$ cat config.mk
export PLATFORM = sky130hd
export DESIGN_NAME = gap_buffer_text_store
export DESIGN_NICKNAME = d
export VERILOG_FILES = /design/src/sv/gbts_pkg.sv /design/src/sv/gbts_ctrl.sv /design/src/sv/gbts_dp.sv /design/src/sv/gap_buffer_text_store.sv
export SDC_FILE = /design/constraint.sdc
export NUM_CORES = 2
export LEC_CHECK = 0
export BUFFER_PORTS_ARGS = -buffer_cell sky130_fd_sc_hd__buf_2
export CAP_MARGIN = 40
export CELL_PAD_IN_SITES_DETAIL_PLACEMENT = 1
export CELL_PAD_IN_SITES_GLOBAL_PLACEMENT = 2
export CORE_AREA = 2 2 466 468
export CTS_CLUSTER_DIAMETER = 30
export CTS_CLUSTER_SIZE = 10
export DETAILED_ROUTE_END_ITERATION = 8
export DIE_AREA = 0 0 468 470
export PLACE_DENSITY = 0.76
export SKIP_CTS_REPAIR_TIMING = 1
export SLEW_MARGIN = 15
export SYNTH_ARGS = -nofsm -noshare
export SYNTH_HDL_FRONTEND = slang
export SYNTH_SLANG_ARGS = --single-unit
$ cat constraint.sdc
create_clock -name clk -period 5.1 [get_ports clk]
set_input_delay 1.02 -clock clk [delete_from_list [all_inputs] [get_ports clk]]
set_output_delay 1.02 -clock clk [all_outputs]
set_load 0.02 [all_outputs]
$ cat src/sv/gbts_pkg.sv
// ----------------------------------------------------------------------------
// gbts_pkg
// Shared types and codes for the gap-buffer text store.
// ----------------------------------------------------------------------------
package gbts_pkg;

  localparam int CAPACITY_DEF = 256;

  localparam logic [2:0] CMD_INSERT  = 3'd0;
  localparam logic [2:0] CMD_BACK    = 3'd1;
  localparam logic [2:0] CMD_DELETE  = 3'd2;
  localparam logic [2:0] CMD_MOVE_L  = 3'd3;
  localparam logic [2:0] CMD_MOVE_R  = 3'd4;
  localparam logic [2:0] CMD_READ    = 3'd5;

  localparam logic [1:0] ST_DONE  = 2'd0;
  localparam logic [1:0] ST_FULL  = 2'd1;
  localparam logic [1:0] ST_BOUND = 2'd2;
  localparam logic [1:0] ST_RANGE = 2'd3;

  typedef struct packed {
    logic [2:0] cmd;
    logic [7:0] char_in;
    logic [7:0] read_index;
  } in_item_t;

  typedef struct packed {
    logic [1:0] status;
    logic [7:0] char_out;
    logic [8:0] cursor;
    logic [8:0] text_length;
  } out_item_t;

  typedef enum logic {
    FSM_IDLE,
    FSM_FINISH
  } fsm_state_t;

  // controller to datapath
  typedef struct packed {
    logic accept;
    logic exec_now;
    logic finish;
  } ctrl_cmd_t;

  // datapath to controller
  typedef struct packed {
    logic need_mem;
  } dp_stat_t;

endpackage

$ cat src/sv/gbts_ctrl.sv
// ----------------------------------------------------------------------------
// gbts_ctrl
// Command sequencer: commands that need no store byte finish at accept,
// store reads go through a finishing state before their result.
// ----------------------------------------------------------------------------
module gbts_ctrl
  import gbts_pkg::*;
(
  input  logic       clk,
  input  logic       rst_n,
  input  logic       start,
  input  dp_stat_t   dp_stat,
  output ctrl_cmd_t  ctrl_cmd,
  output logic       busy
);

  fsm_state_t state_r, state_nxt;

  always_ff @(posedge clk) begin
    if (!rst_n) begin
      state_r <= FSM_IDLE;
    end else begin
      state_r <= state_nxt;
    end
  end

  always_comb begin
    state_nxt = state_r;
    ctrl_cmd  = '0;
    case (state_r)
      FSM_IDLE: begin
        if (start) begin
          ctrl_cmd.accept = 1'b1;
          if (dp_stat.need_mem) begin
            state_nxt = FSM_FINISH;
          end else begin
            ctrl_cmd.exec_now = 1'b1;
          end
        end
      end
      FSM_FINISH: begin
        ctrl_cmd.finish = 1'b1;
        state_nxt       = FSM_IDLE;
      end
      default: begin
        state_nxt = FSM_IDLE;
      end
    endcase
  end

  assign busy = (state_r == FSM_FINISH);

endmodule

$ cat src/sv/gbts_dp.sv
// ----------------------------------------------------------------------------
// gbts_dp
// Gap pointers, byte store and result register.
// ----------------------------------------------------------------------------
module gbts_dp
  import gbts_pkg::*;
#(
  parameter int CAPACITY = CAPACITY_DEF
)(
  input  logic       clk,
  input  logic       rst_n,
  input  in_item_t   in_item,
  input  ctrl_cmd_t  ctrl_cmd,
  output dp_stat_t   dp_stat,
  output logic       out_strobe,
  output out_item_t  out_item
);

  localparam int AW = $clog2(CAPACITY);
  localparam int PW = $clog2(CAPACITY + 1);
  localparam int LW = (PW > 9) ? PW : 9;
  localparam logic [PW-1:0] CAP_P = PW'(CAPACITY);

  logic [7:0]    mem [CAPACITY];
  logic [7:0]    rdata_r;
  logic [PW-1:0] gs_r, gs_nxt;
  logic [PW-1:0] ge_r, ge_nxt;
  logic [2:0]    op_r;
  logic          out_strobe_r;
  out_item_t     out_r, out_nxt;

  logic          can_ins, can_back, can_fwd, idx_ok;
  logic [PW-1:0] len;
  logic [LW-1:0] pos;
  logic [AW-1:0] rd_addr;
  logic          wr_en;
  logic [AW-1:0] wr_addr;
  logic [7:0]    wr_data;
  logic [LW-1:0] cur_w, len_w;

  assign can_ins  = gs_r < ge_r;
  assign can_back = gs_r != '0;
  assign can_fwd  = ge_r != CAP_P;
  assign len      = gs_r + (CAP_P - ge_r);
  assign idx_ok   = LW'(in_item.read_index) < LW'(len);
  // logical index to physical slot, skipping the gap
  assign pos      = (LW'(in_item.read_index) < LW'(gs_r)) ? LW'(in_item.read_index)
                  : LW'(in_item.read_index) - LW'(gs_r) + LW'(ge_r);

  always_comb begin
    dp_stat.need_mem = 1'b0;
    rd_addr          = pos[AW-1:0];
    case (in_item.cmd)
      CMD_MOVE_L: begin
        dp_stat.need_mem = can_back;
        rd_addr          = AW'(gs_r - PW'(1));
      end
      CMD_MOVE_R: begin
        dp_stat.need_mem = can_fwd;
        rd_addr          = ge_r[AW-1:0];
      end
      CMD_READ: begin
        dp_stat.need_mem = idx_ok;
      end
      default: begin
        dp_stat.need_mem = 1'b0;
      end
    endcase
  end

  always_comb begin
    gs_nxt           = gs_r;
    ge_nxt           = ge_r;
    wr_en            = 1'b0;
    wr_addr          = gs_r[AW-1:0];
    wr_data          = in_item.char_in;
    out_nxt.status   = ST_BOUND;
    out_nxt.char_out = 8'd0;
    if (ctrl_cmd.exec_now) begin
      case (in_item.cmd)
        CMD_INSERT: begin
          if (can_ins) begin
            wr_en          = 1'b1;
            gs_nxt         = gs_r + PW'(1);
            out_nxt.status = ST_DONE;
          end else begin
            out_nxt.status = ST_FULL;
          end
        end
        CMD_BACK: begin
          if (can_back) begin
            gs_nxt         = gs_r - PW'(1);
            out_nxt.status = ST_DONE;
          end
        end
        CMD_DELETE: begin
          if (can_fwd) begin
            ge_nxt         = ge_r + PW'(1);
            out_nxt.status = ST_DONE;
          end
        end
        CMD_READ: begin
          out_nxt.status = ST_RANGE;
        end
        default: begin
          out_nxt.status = ST_BOUND;
        end
      endcase
    end else if (ctrl_cmd.finish) begin
      out_nxt.status = ST_DONE;
      case (op_r)
        CMD_MOVE_L: begin
          wr_en   = 1'b1;
          wr_addr = AW'(ge_r - PW'(1));
          wr_data = rdata_r;
          gs_nxt  = gs_r - PW'(1);
          ge_nxt  = ge_r - PW'(1);
        end
        CMD_MOVE_R: begin
          wr_en   = 1'b1;
          wr_addr = gs_r[AW-1:0];
          wr_data = rdata_r;
          gs_nxt  = gs_r + PW'(1);
          ge_nxt  = ge_r + PW'(1);
        end
        default: begin
          out_nxt.char_out = rdata_r;
        end
      endcase
    end
    cur_w               = LW'(gs_nxt);
    len_w               = LW'(gs_nxt + (CAP_P - ge_nxt));
    out_nxt.cursor      = cur_w[8:0];
    out_nxt.text_length = len_w[8:0];
  end

  always_ff @(posedge clk) begin
    if (!rst_n) begin
      gs_r         <= '0;
      ge_r         <= CAP_P;
      out_strobe_r <= 1'b0;
    end else begin
      gs_r         <= gs_nxt;
      ge_r         <= ge_nxt;
      out_strobe_r <= ctrl_cmd.exec_now | ctrl_cmd.finish;
    end
  end

  always_ff @(posedge clk) begin
    if (ctrl_cmd.accept) begin
      op_r <= in_item.cmd;
    end
    if (ctrl_cmd.exec_now | ctrl_cmd.finish) begin
      out_r <= out_nxt;
    end
  end

  // single-port style store: read only at accept, write at insert or at a move's finish
  always_ff @(posedge clk) begin
    if (wr_en) begin
      mem[wr_addr] <= wr_data;
    end
    if (ctrl_cmd.accept & dp_stat.need_mem) begin
      rdata_r <= mem[rd_addr];
    end
  end

  assign out_strobe = out_strobe_r;
  assign out_item   = out_r;

endmodule

$ cat src/sv/gap_buffer_text_store.sv
// ----------------------------------------------------------------------------
// gap_buffer_text_store
// Fixed-capacity gap-buffer text store with a command interface.
// ----------------------------------------------------------------------------
// A command is taken when start is high and busy is low; each command gives
// exactly one result, shown on out_item for one cycle with out_strobe high,
// and the receiver cannot hold it off. Insert, backspace, delete, and any
// command that is rejected finish in the cycle they are taken: busy stays low
// and the result appears in the next cycle, so these run at one per cycle.
// Move left, move right and an in-range read need a byte from the store,
// whose read data is registered; they hold busy high through a finishing
// state, in which the result is registered, and no new command is taken
// until busy falls. The store contents need no clearing after reset.
module gap_buffer_text_store
  import gbts_pkg::*;
#(
  parameter int CAPACITY = CAPACITY_DEF
)(
  input  logic      clk,
  input  logic      rst_n,
  input  logic      start,
  output logic      busy,
  input  in_item_t  in_item,
  output logic      out_strobe,
  output out_item_t out_item
);

  ctrl_cmd_t ctrl_cmd;
  dp_stat_t  dp_stat;

  gbts_ctrl u_ctrl (
    .clk      (clk),
    .rst_n    (rst_n),
    .start    (start),
    .dp_stat  (dp_stat),
    .ctrl_cmd (ctrl_cmd),
    .busy     (busy)
  );

  gbts_dp #(
    .CAPACITY (CAPACITY)
  ) u_dp (
    .clk        (clk),
    .rst_n      (rst_n),
    .in_item    (in_item),
    .ctrl_cmd   (ctrl_cmd),
    .dp_stat    (dp_stat),
    .out_strobe (out_strobe),
    .out_item   (out_item)
  );

  a_busy_from_accept: assert property (@(posedge clk) disable iff (!rst_n)
    $rose(busy) |-> $past(start))
    else $error("busy rose without an accepted word");

  a_busy_ends_in_result: assert property (@(posedge clk) disable iff (!rst_n)
    busy |=> (out_strobe && !busy))
    else $error("finishing cycle gave no result");

  a_accept_progress: assert property (@(posedge clk) disable iff (!rst_n)
    (start && !busy) |=> (busy || out_strobe))
    else $error("accepted word neither finished nor went busy");

endmodule
* Yosys cells after proc, flatten, opt, wreduce, memory -nomap -nowiden
Memory sizes are Yosys's and may differ from the RTL's. A register that Yosys moved wholly into a read port is not among the register bits. Index checks and enable logic that the tools add are counted.
Cells by class: reduce and logical (&&, ||, !) cells 4, add/subtract/negate cells 10, multiplexer cells 41, bitwise logic cells 4, magnitude comparators 3, equality and inequality tests 8
Operators by type and width (count):
- $mux 9 | 8
- $mux 8 | 8
- $pmux 9 s2 | 3
- $add 9x1->9 const B | 2
- $add 9x9->9 | 2
- $lt 8x9->1 | 2
- $sub 9x1->9 const B | 2
- $sub 9x9->9 const A | 2
- $pmux 8 s2 | 1
- $mux 1 | 12
- $mux 10 | 1
- $mux 2 | 5
- $eq 3x2->1 const B | 3
- $eq 3x3->1 const B | 3
- $lt 9x9->1 | 1
- $ne 9x9->1 const B | 1
- $reduce_bool 9->1 | 1
- $add 8x8->8 | 1
- $pmux 2 s4 | 1
- $sub 8x8->8 | 1
- $reduce_or 4->1 | 1
- $eq 3x1->1 const B | 1
- $logic_not 3->1 | 1
- $pmux 1 s3 | 1
- 5 further kinds | 6
Word-level totals: memories kept 1, bits in registers 51, memory bits (writable) 2048
Memories:
- u_dp.mem | depth 256, width 8, read ports 1, clocked after memory_dff 1, write ports 1, RTL line gbts_dp.sv:24 | logic [7:0] mem [CAPACITY];

* Longest topological paths before layout
word-level depth 10, depth in mapped cells 29

* Modules after synthesis
A second synthesis with hierarchy kept.
Second synthesis, totals: cells, all modules 5369, area, all modules 85454.5 um^2
Modules (own cells, without submodules):
- gbts_dp | area each 85400.7 um^2, instances 1, seq. area each 63050.5 um^2, cells an instance 5364
- gbts_ctrl | area each 53.8 um^2, instances 1, seq. area each 20.0 um^2, cells an instance 5

* Worst setup path before layout
No wires, ideal clock.
path type reg-to-reg, from reg u_dp.op_r[2], to mem u_dp.mem[0][0] (data pin), setup time 0.823 ns, cell stages (with the launch flop) 7, data arrival time 4.584 ns, required time 4.277 ns, path slack -0.306 ns, clock period less this slack 5.406 ns, cell sequence edfxtp_1 -> or2_2 -> clkbuf_1 -> a21boi_0 -> clkbuf_1 -> nand2_1 -> nand2_1
On the way: longest elaborated chain between the ends 5
Ends and longest elaborated chain:
- start: declaration | RTL line gbts_dp.sv:28 | logic [2:0] op_r;
- start signal: assignment | RTL line gbts_dp.sv:151 | op_r <= in_item.cmd;
- $eq 3x3->1 / $eq 3x2->1 (equally long branches) | RTL line gbts_dp.sv:111 | case (op_r)
- $reduce_or 2->1 (no source line) (*)
- $mux 8 (*) | RTL line gbts_dp.sv:111
- $mux 8 (*) | RTL line gbts_dp.sv:109 | end else if (ctrl_cmd.finish) begin
- $mux 8 (*) | RTL line gbts_dp.sv:79 | if (ctrl_cmd.exec_now) begin
- via u_dp.wr_data[0] | RTL line gbts_dp.sv:38 | logic [7:0] wr_data;
- end: declaration | RTL line gbts_dp.sv:24
Mark *: on every way through the listed nets, which the timed path passes. The rest lies on a longest branch.

* Final worst setup path
from reg u_dp.ge_r[1], to reg u_dp.rdata_r[6] (read register of u_dp.mem) (data pin)
On the way: longest elaborated chain between the ends 5
Ends and longest elaborated chain:
- start: declaration | RTL line gbts_dp.sv:27 | logic [PW-1:0] ge_r, ge_nxt;
- start signal: assignment | RTL line gbts_dp.sv:144 | ge_r <= ge_nxt;
- $sub 9x9->9 | RTL line gbts_dp.sv:44 | assign len = gs_r + (CAP_P - ge_r);
- $add 9x9->9 | RTL line gbts_dp.sv:44
- $lt 8x9->1 | RTL line gbts_dp.sv:45 | assign idx_ok = LW'(in_item.read_index) < LW'(len);
- $pmux 1 s3 | RTL line gbts_dp.sv:53 | case (in_item.cmd)
- $and 1x1->1 | RTL line gbts_dp.sv:163 | if (ctrl_cmd.accept & dp_stat.need_mem) begin
- end: declaration | RTL line gbts_dp.sv:25 | logic [7:0] rdata_r;
Several ways; a longest one is shown, not always the timed one. A chain may end at the register's enable or synchronous reset.

==> flow_results.org <==
** Worst setup path
- Cell depth of the worst flop-to-flop path :: 20
- Element type at the critical path end :: register
- Maximum net fanout on the critical path :: 20
- Endpoint arrival time on the critical path :: 5.90 ns
- Startpoint class of the critical path :: register
- The critical path in this run is classified as reg -> reg.
- The worst register-to-register path begins at u_dp.ge_r[1]$_SDFF_PN0_.
- In this run the critical register-to-register path is captured at u_dp.rdata_r[6]$_DFFE_PP_.
- For flop-to-flop paths, the worst setup slack is -0.1 ns.
- Data required time of the critical path :: 5.80 ns

** Routing
- The first detailed-routing pass ran for 6 iterations.
- The final layout contains routed wiring with a total length of between 300 and 400 mm.
- Iteration-0 DRC count of the detailed router :: 7491
- Routed via count divided by cell count :: 5.86
- Post-route antenna net violation count :: 0
- Dividing the detail-routed wire length by the instance count gives 30.6 um.
- The detailed router placed 66400 vias in this run.
- Count of unresolved DRC violations after routing :: 0

** Global routing
- Initial antenna violation count :: 18
- Via count of the first global-routing pass :: 68500
- Entering global routing, the biggest net connects around 110 pins.
- For this run the aggregate overflow at the end of global routing stands at 0.
- Global-route wire length before repair :: 489 mm
- For this run, the total global-route usage over all layers was measured as 30.7%.

** Yosys
- Most instantiated library cell after synthesis :: sky130_fd_sc_hd__edfxtp_1
- Count of flip-flops with a built-in enable after synthesis :: 2087
- For this run, asynchronously set or reset flops after synthesis account for 0%.
- Post-synth top cells :: sky130_fd_sc_hd__edfxtp_1 (2087), sky130_fd_sc_hd__nand2_1 (1801), sky130_fd_sc_hd__nand3_1 (738)
- A synthesized cell averages 12.9 um2.
- Counting every instance in the synthesized netlist gives 6778.
- Total nets after synthesis :: 6871
- Synthesis inferred approximately 2100 register bits.
- Count of unique library cells instantiated by Yosys :: just under 90
- Syn. warnings :: 0
- Sequential area share after synthesis :: 72.0%
- Among all flip-flop cells after synthesis, the most frequent one is sky130_fd_sc_hd__edfxtp_1.
- Proportion of netlist area held by the largest area contributor :: 71.6%
- The largest total area in the synthesized netlist belongs to sky130_fd_sc_hd__edfxtp_1.
- Mapped cell area :: roughly 0.088 mm2
- Ranked by total cell area, the synthesized netlist is headed by sky130_fd_sc_hd__edfxtp_1 (72%), sky130_fd_sc_hd__nand2_1 (7.7%), sky130_fd_sc_hd__nand3_1 (4.2%).

** Floorplanning
- For this configuration, the core starts out at a cell density of 40.6%.
- Die outline height :: roughly 470 um
- The region available for standard cell placement spans 0.216 mm2.
- The die is 468 um wide.
- The floorplan has 171 rows.
- The die covers 0.220 mm2.
- For this design the top-level I/O count stands at 52.

** CTS
- Buffer levels on the longest clock path :: 4
- Clock sink count :: 2107
- Cell chosen for the clock root :: sky130_fd_sc_hd__clkbuf_16
- Clock-pin slew on the worst setup and hold paths :: ~0.050 ns
- Clock latency on the worst-skew pair, taken at its later pin, is 0.98 ns.
- CTS built an H-tree with a depth of 5.
- Buffers inserted during clock tree synthesis total 460.
- CTS tree :: built

** Layout
- Multi-input logic area :: between 0.02 and 0.025 mm2
- Proportion of layout cells with a drive suffix above 1 :: between 20% and 30%
- The filler cells instantiated in the layout total approximately 21000.
- Combined flip-flop and latch cell area :: 0.0631 mm2
- Post-Layout Inst Area :: around 0.12 mm2
- The final layout contains just over 8000 nets.
- The count of cells in the finished layout, fillers not included, comes to 11300.
- Layout Area Growth over Synthesis :: 32.9%

** Placed design
- Placer congestion estimate :: between 0.9 and 1
- Once placement finished, the instance area stood at 0.0999 mm2.
- At the placement stage, the worst setup path has a slack of -1.43 ns.
- Total half-perimeter wirelength after legalization and detailed placement :: 223 mm
- Cell count after placement :: about 10000
- Input and output buffers added on the ports amount to 51.

** Power
- The clock network is responsible for a little under half of the overall power.
- Design internal power :: 43.6 mW
- Switching Power :: between 15 and 20 mW
- Share of total power in sequential cells :: between 30% and 40%
- Combinational logic burns between 20% and 30% of the power.
- Power density of the placed cells :: about 530 mW/mm2
- Across the VDD grid, the largest voltage drop is around 0.4 mV.
- Static Leakage :: 43.1 nW
- Of the total power, the share spent switching nets is 29.3%.

** Timing
- Fmax achieved :: 192 MHz
- Part of the cycle the worst path needs :: 102%
- The final-report hold violation count was 0.
- RSZ-0062 raised after global routing :: true
- Final number of max-transition violations :: 0
- Worst-Margin Slew :: 0.951 ns
- Headroom to the max-slew limit :: between 30% and 40%
- Worst clock skew :: 0.0626 ns
- Subtracting the final worst setup slack from the clock period gives 5.20 ns.
- Final worst setup slack :: -0.0980 ns
- Final setup violation count :: 2

** Min path
- Worst Min Path Start :: rst_n
- Number of cells on the worst hold path :: 2
- Endpoint of the worst hold path :: u_dp.ge_r[8]$_SDFF_PN1_
- The min-delay analysis places its worst path in the category in -> reg.

** Run
- Across the run, the number of max-cap violations was 0.

** Status
- The run finished, with violations left.
- Failing checks :: setup timing
## layout make-up
type	instances	share of cell area, %
Sequential cell	2107	54.2
Multi-Input combinational cell	4186	19.7
Clock buffer	520	10.2
Timing Repair Buffer	1272	9.75
Tap cell	2854	3.07
Clock inverter	317	2.87
Inverter	59	0.190
Antenna cell	3	0.00645
## logic make-up after synthesis
kind of cell               share of synthesized area, %
buffers and inverters                              2.85
and+or+nand+nor                                    15.8
adders and majority gates                          1.13
xor gates and xnor gates                          0.420
muxes                                              2.58
DFF                                                72.0
AOI/OAI and AO/OA                                  5.15
## placed cells by master (no fill, tap or decap), types with 25 or more instances in the layout
cell / count
sky130_fd_sc_hd__clkinvlp_4: 58
sky130_fd_sc_hd__a22oi_1: 48
sky130_fd_sc_hd__edfxtp_1: 2087
sky130_fd_sc_hd__a32oi_1: 41
sky130_fd_sc_hd__nand3_1: 731
sky130_fd_sc_hd__clkbuf_1: 55
sky130_fd_sc_hd__clkbuf_16: 467
sky130_fd_sc_hd__buf_2: 59
sky130_fd_sc_hd__xnor2_1: 32
sky130_fd_sc_hd__and3_1: 138
sky130_fd_sc_hd__clkinv_1: 90
sky130_fd_sc_hd__ha_1: 50
sky130_fd_sc_hd__a31oi_1: 117
sky130_fd_sc_hd__nand2_1: 1786
sky130_fd_sc_hd__nor3_1: 26
sky130_fd_sc_hd__a311oi_1: 43
sky130_fd_sc_hd__mux2i_1: 217
sky130_fd_sc_hd__nand4_1: 60
sky130_fd_sc_hd__nor2_1: 312
sky130_fd_sc_hd__and2_1: 25
sky130_fd_sc_hd__buf_12: 132
sky130_fd_sc_hd__o21ai_0: 48
sky130_fd_sc_hd__bufinv_16: 60
sky130_fd_sc_hd__inv_1: 54
sky130_fd_sc_hd__o22ai_1: 36
sky130_fd_sc_hd__a21oi_1: 122
sky130_fd_sc_hd__clkinv_2: 69
sky130_fd_sc_hd__clkinv_4: 26
sky130_fd_sc_hd__buf_4: 1052
## power by group through the flow
stage	clock [mW]	combinational, mW	sequential [mW]
2_1_floorplan	0	5.25	19.8
3_3_place_gp	0	12.0	19.7
3_5_place_dp	0	12.2	19.7
4_1_cts	29.3	12.4	19.3
5_1_grt	30.1	13.6	19.3
6_report	29.2	13.2	19.3
## how the worst max path moves through the flow
stage                     slack (ns)                          to                     from
after CTS                      -0.82  u_dp.out_item[8]$_DFFE_PP_  u_dp.ge_r[1]$_SDFF_PN0_
after global routing           -0.30  u_dp.out_item[8]$_DFFE_PP_  u_dp.gs_r[0]$_SDFF_PN0_
after floorplan                -0.25  u_dp.out_item[8]$_DFFE_PP_  u_dp.ge_r[1]$_SDFF_PN0_
final                           -0.1   u_dp.rdata_r[6]$_DFFE_PP_  u_dp.ge_r[1]$_SDFF_PN0_
after global placement         -1.49   u_dp.rdata_r[0]$_DFFE_PP_               in_item[1]
after detailed placement       -1.43   u_dp.rdata_r[6]$_DFFE_PP_               in_item[1]
## metrics by stage
stage	total power [mW]	hold slack, ns	TNS [ns]	utilization (%)
final	61.7	0.381	-0.174	53.9
after global routing	63.1	0.374	-0.824	53.9
after CTS	61.1	0.337	-7.68	53.4
after detailed placement	31.9	0.569	-12.87	46.3
after global placement	31.6	0.547	-12.14	46.2
after floorplan	25.0	0.524	-0.327	-
## worst max-delay path, cell delays in order, from the launching register on
cell	delay, ns
sky130_fd_sc_hd__dfxtp_2	0.33
sky130_fd_sc_hd__inv_2	0.06
sky130_fd_sc_hd__buf_4	0.16
sky130_fd_sc_hd__fa_1	0.53
sky130_fd_sc_hd__inv_1	0.09
sky130_fd_sc_hd__buf_4	0.15
sky130_fd_sc_hd__fa_1	0.52
sky130_fd_sc_hd__nand2_1	0.09
sky130_fd_sc_hd__mux2_2	0.31
sky130_fd_sc_hd__buf_4	0.19
sky130_fd_sc_hd__nand2_8	0.10
sky130_fd_sc_hd__buf_12	0.18
sky130_fd_sc_hd__buf_12	0.22
sky130_fd_sc_hd__buf_4	0.16
sky130_fd_sc_hd__mux2i_1	0.33
sky130_fd_sc_hd__o22ai_1	0.22
sky130_fd_sc_hd__a31oi_1	0.26
sky130_fd_sc_hd__nand3_1	0.22
sky130_fd_sc_hd__a2111oi_1	0.45
sky130_fd_sc_hd__buf_4	0.24
sky130_fd_sc_hd__nor4_2	0.07
## sequential cells by signal (all words and copies together) (netlist names)
register,count
u_dp.mem,2048
u_dp.out_item,28
u_dp.ge_r,9
u_dp.gs_r,9
u_dp.rdata_r,8
u_dp.op_r,3
u_ctrl.busy,1
u_dp.out_strobe,1
## per-layer routing
| layer | part of all wire, % | up-vias | global-route usage [%] |
|---|---|---|---|
| met2 | 47 | 3548 | 48.6 |
| met3 | 9.3 | 922 | 7.09 |
| li1 | - | 27800 | - |
| met4 | 6.0 | 18 | 16.6 |
| met5 | 0.035 | - | 0 |
| met1 | 38 | 34100 | 39.1 |
Power figures use the tool's default switching activity.
